## src/rtl/core/assert_macros.svh

```systemverilog
// assertion macros shared by the remap core
`ifndef ASSERT_MACROS_SVH
`define ASSERT_MACROS_SVH

// same-cycle implication, checked out of reset
`define MNMR_ASSERT_IMPL(label, clk, rst_n, ante, cons, msg) \
    label: assert property (@(posedge clk) disable iff (!rst_n) (ante) |-> (cons)) \
        else $error(msg);

// next-cycle implication, checked out of reset
`define MNMR_ASSERT_NEXT(label, clk, rst_n, ante, cons, msg) \
    label: assert property (@(posedge clk) disable iff (!rst_n) (ante) |=> (cons)) \
        else $error(msg);

`endif

```

## src/rtl/core/mnmr_pkg.sv

```systemverilog
// shared types and constants of the midi note mirror remap core
package mnmr_pkg;

    localparam int NUM_KEYS         = 128;
    localparam int NUM_CHANNELS_DEF = 16;
    localparam int KEY_W            = 7;
    localparam int CFG_IDX_W        = 1;
    localparam int CFG_DATA_W       = 7;

    localparam logic [7:0] CENTER_RESET = 8'd60;
    localparam logic [KEY_W-1:0] KEY_MAX = 7'h7f;

    // message type nibbles
    localparam logic [3:0] TYPE_NOTE_OFF      = 4'h8;
    localparam logic [3:0] TYPE_NOTE_ON       = 4'h9;
    localparam logic [3:0] TYPE_POLY_PRESSURE = 4'ha;

    // configuration register indexes
    localparam logic [CFG_IDX_W-1:0] REG_CENTER_NOTE = 1'b0;
    localparam logic [CFG_IDX_W-1:0] REG_ENABLE      = 1'b1;

    typedef struct packed {
        logic [7:0] status_byte;
        logic [7:0] data_one;
        logic [7:0] data_two;
    } t_in;

    typedef struct packed {
        logic [7:0] out_status;
        logic [7:0] out_data_one;
        logic [7:0] out_data_two;
    } t_out;

    typedef struct packed {
        logic             en;
        logic [KEY_W-1:0] data;
    } t_wr_req;

endpackage

```

## src/rtl/core/mnmr_decode.sv

```systemverilog
// message classify, key mirror and table update decision
module mnmr_decode #(
    parameter int NUM_CHANNELS = mnmr_pkg::NUM_CHANNELS_DEF
) (
    input  mnmr_pkg::t_in               i_item,
    input  logic [mnmr_pkg::KEY_W-1:0]  i_entry,
    input  logic [mnmr_pkg::KEY_W-1:0]  i_center,
    input  logic                        i_enable,
    output mnmr_pkg::t_out              o_result,
    output mnmr_pkg::t_wr_req           o_wr
);

    logic [3:0]                 msg_type;
    logic [3:0]                 chan;
    logic [mnmr_pkg::KEY_W-1:0] key;
    logic                       vel_zero;
    logic                       in_range;
    logic                       note_on;
    logic                       note_off;
    logic                       poly;
    logic [8:0]                 diff;
    logic [mnmr_pkg::KEY_W-1:0] mirror;

    assign msg_type = i_item.status_byte[7:4];
    assign chan     = i_item.status_byte[3:0];
    assign key      = i_item.data_one[6:0];
    assign vel_zero = (i_item.data_two[6:0] == 7'd0);
    assign in_range = ({1'b0, chan} < 5'(NUM_CHANNELS));

    assign note_on  = (msg_type == mnmr_pkg::TYPE_NOTE_ON) && !vel_zero;
    assign note_off = (msg_type == mnmr_pkg::TYPE_NOTE_OFF) ||
                      ((msg_type == mnmr_pkg::TYPE_NOTE_ON) && vel_zero);
    assign poly     = (msg_type == mnmr_pkg::TYPE_POLY_PRESSURE);

    // 2*center - key, clamped to 0..127
    assign diff = {1'b0, i_center, 1'b0} - {2'b00, key};
    always_comb begin
        if (diff[8]) begin
            mirror = '0;
        end else if (diff[7]) begin
            mirror = mnmr_pkg::KEY_MAX;
        end else begin
            mirror = diff[6:0];
        end
    end

    always_comb begin
        o_result.out_status   = i_item.status_byte;
        o_result.out_data_two = i_item.data_two;
        o_result.out_data_one = i_item.data_one;
        o_wr.en   = 1'b0;
        o_wr.data = key;
        if (in_range) begin
            if (note_off) begin
                o_result.out_data_one = {1'b0, i_entry};
                o_wr.en   = 1'b1;
                o_wr.data = key;
            end else if (i_enable && (note_on || poly)) begin
                o_result.out_data_one = {1'b0, mirror};
                o_wr.en   = note_on;
                o_wr.data = mirror;
            end
        end
    end

endmodule

```

## config.mk

```make
export PLATFORM = sky130hd
export DESIGN_NAME = mnmr_decode
export DESIGN_NICKNAME = d
export VERILOG_FILES = /design/src/rtl/core/assert_macros.svh /design/src/rtl/core/mnmr_pkg.sv /design/src/rtl/core/mnmr_decode.sv
export SDC_FILE = /design/constraint.sdc
export NUM_CORES = 1
export LEC_CHECK = 0
export BUFFER_PORTS_ARGS = -buffer_cell sky130_fd_sc_hd__buf_2
export CAP_MARGIN = 20
export CORE_MARGIN = 8
export CORE_UTILIZATION = 41
export DETAILED_ROUTE_END_ITERATION = 12
export MAX_ROUTING_LAYER = met4
export PLACE_DENSITY = 0.87
export SLEW_MARGIN = 5
export SYNTH_ARGS = -nofsm -noshare
export SYNTH_HDL_FRONTEND = slang
export SYNTH_SLANG_ARGS = --single-unit
```

## constraint.sdc

```tcl
create_clock -name vclk -period 4
set_clock_uncertainty 0.15 [all_clocks]
set_input_delay 0.8 -clock vclk [all_inputs]
set_output_delay 0.8 -clock vclk [all_outputs]
set_load 0.01 [all_outputs]
```

==> metrics.txt <==
status complete, no violations; # nets final 200; syn_area_per_cell between 6 and 7 sq um; Startpoint Class primary input; PortBufs 61; critical path type primary input to output port; slowest cell on the critical path fa_1; Worst Hold Class primary input to output port; Syn. warnings 0; crit-path cells buf_2 > fa_1 > nor2b_1 > o31a_1 > o211ai_1 > a21oi_2 > o21ai_0 > o211ai_1 > buf_2; via count 877; Data required, critical path approximately 3.1 ns; full die area 3360 sq um; pre-CTS setup slack 0.442 ns; final worst setup slack between 0.3 and 0.4 ns; fillers ~190; Peak supply drop 0.0591 mV; Buf+Inv Stages, Crit Path 2; CP top delay family compound AO/OA/AOI/OAI gates; sequential fraction of the synthesis area 0%; Slew @ Worst Pin 0.682 ns; hold path cells 0; Worst path max stage delay 0.46 ns; Initial Util between 40 and 50%; Final Util a little over half; seq_cells 0; Die Y between 50 and 60 microns; FMAX around 280 MHz; Die Wd 57.9 microns; Static Leak ~0.52 nW; post-CTS setup repair buffer count 0; ANT nets after route 0; Overflow after GRT 0; hold_sp i_item[7]; vias per cell a little over 5; Multi-input gate area 558 sq um; Final TNS setup 0 ns; Slew Viols, Final 0; RSZ-0062 raised after global routing false; gr usage total around 13%; DRC viols 0; FP Rows 15; crit path launch i_item[8]; clock period minus worst slack roughly 3.6 ns; vias in the first global route 920; final period utilization between 90% and 100%; Hold Fails Final Rpt 0; Hold EP o_result[7]; final setup violation count 0; gpl congestion between 0.8 and 0.9; final WL roughly 2300 microns; Max Cap Viol 0; I/O pin cnt ~70; Slew HR around 54%; first-pass GRT wire length between 3000 and 4000 microns; Wirelength per Cell between 10 and 15 microns; Pwr Density roughly 130 nW/um^2; Syn Inst Count approximately 110; Worst EP arrival 2.65 ns; critical path endpoint category output port; Post-CTS Resized 0; Netlist cell types 29; DRT Pass-1 Iters 2; largest net degree at the start of global routing 17; Mapped Area 721 sq um; Register Area 0 sq um; CORE AREA between 1500 and 2000 sq um; final antenna diode count 0; worst-path maximum fanout 6; Area Growth Syn to Fin 28.0%; clkbuf count 0; syn_nets 154; dpl hpwl roughly 2000 microns; share of cells above drive strength 1 about 46%; initial antenna violation count 0; initial drt markers 11; hold_buf cts 0
[per-stage QoR]
| stage | std cells | power, mW | hold WS, ns | area (sq um) |
|---|---|---|---|---|
| 3_3_place_gp | 169 | 0.115 | 1.45 | 922 |
| 4_1_cts | 169 | 0.120 | 1.45 | 922 |
| 5_1_grt | 169 | 0.132 | 1.45 | 922 |
| 6_report | 169 | 0.119 | 1.45 | 922 |
| 2_1_floorplan | 108 | 0.0831 | 1.54 | 721 |
| 3_5_place_dp | 169 | 0.120 | 1.45 | 922 |
[routing by layer]
metal  vias to the layer above  share of wire (%)  track usage (%)  routed length (microns)
met1                       392                 39             12.4                      871
met3                         2                8.5             3.09                      192
met4                         0               0.66             1.40                       15
li1                        441                  -                -                        -
met5                         -                  0                -                        0
met2                        42                 52             25.6                     1180
[cell families after synthesis]
family                     synth area share, %
and+or+nand+nor                           24.3
adders and majority gates                 13.2
AOI/OAI and AO/OA                         31.6
xor gates and xnor gates                  8.34
buffers and inverters                     22.6
[cell usage after synthesis]
| master | count | area share (%) |
|---|---|---|
| o2111ai_4 | 1 | 3.6 |
| xnor2_2 | 1 | 2.3 |
| o211ai_1 | 8 | 8.3 |
| a21oi_1 | 5 | 3.5 |
| a21boi_2 | 1 | 1.6 |
| buf_2 | 1 | 0.69 |
| a21o_1 | 2 | 2.1 |
| nor4_2 | 1 | 1.7 |
| and3_4 | 1 | 1.6 |
| xnor2_1 | 3 | 3.6 |
| inv_2 | 1 | 0.52 |
| o31ai_2 | 1 | 1.7 |
| nand2_1 | 22 | 11 |
| a31oi_2 | 1 | 1.7 |
| a21oi_2 | 1 | 1.2 |
| fa_1 | 1 | 2.8 |
| ha_1 | 6 | 10 |
| nor2_1 | 7 | 3.6 |
| o21ai_0 | 6 | 4.2 |
| nor3_1 | 1 | 0.69 |
| o31a_1 | 1 | 1.2 |
| inv_1 | 9 | 4.7 |
| xor2_1 | 2 | 2.4 |
| o21a_1 | 1 | 1.0 |
| nor2b_1 | 3 | 2.6 |
| buf_4 | 16 | 17 |
| or2_1 | 1 | 0.87 |
| nand2b_1 | 2 | 1.7 |
| o21ai_1 | 2 | 1.4 |
[cells in the final DEF (no fill, tap or decap)]
cell type,n
a21boi_2,1
a21o_1,2
a21oi_1,5
a21oi_2,1
a31oi_2,1
and3_4,1
buf_2,61
fa_1,1
ha_1,6
inv_1,9
inv_2,1
nand2_1,22
nand2b_1,2
nor2_1,7
nor2b_1,3
nor3_1,1
nor4_2,1
o2111ai_4,1
o211ai_1,8
o21a_1,1
o21ai_0,6
o21ai_1,2
o31a_1,1
o31ai_2,1
or2_1,1
xnor2_1,3
xnor2_2,1
xor2_1,2
[layout make-up]
cell class,count,share of cell area [%]
Multi-Input combinational cell,81,60.5
Tap cell,17,2.31
Timing Repair Buffer,61,33.1
Inverter,10,4.07
[report_power, final]
part	switching, mW	internal, mW	total (mW)
Combinational	0.0646	0.0548	0.119
Clock	0	0	0
Sequential	0	0	0
Total	0.0646	0.0548	0.119
[worst max path at each step]
stage                              end  slack [ns]  cells after the start
after floorplan            o_result[8]        0.85                      8
after global placement    o_result[11]        0.55                      9
final                     o_result[11]        0.40                      9
after detailed placement  o_result[11]        0.44                      9
after global routing      o_result[11]        0.22                      9
after CTS                 o_result[11]        0.43                      9
Note: power is estimated with default switching activity, not from simulation.
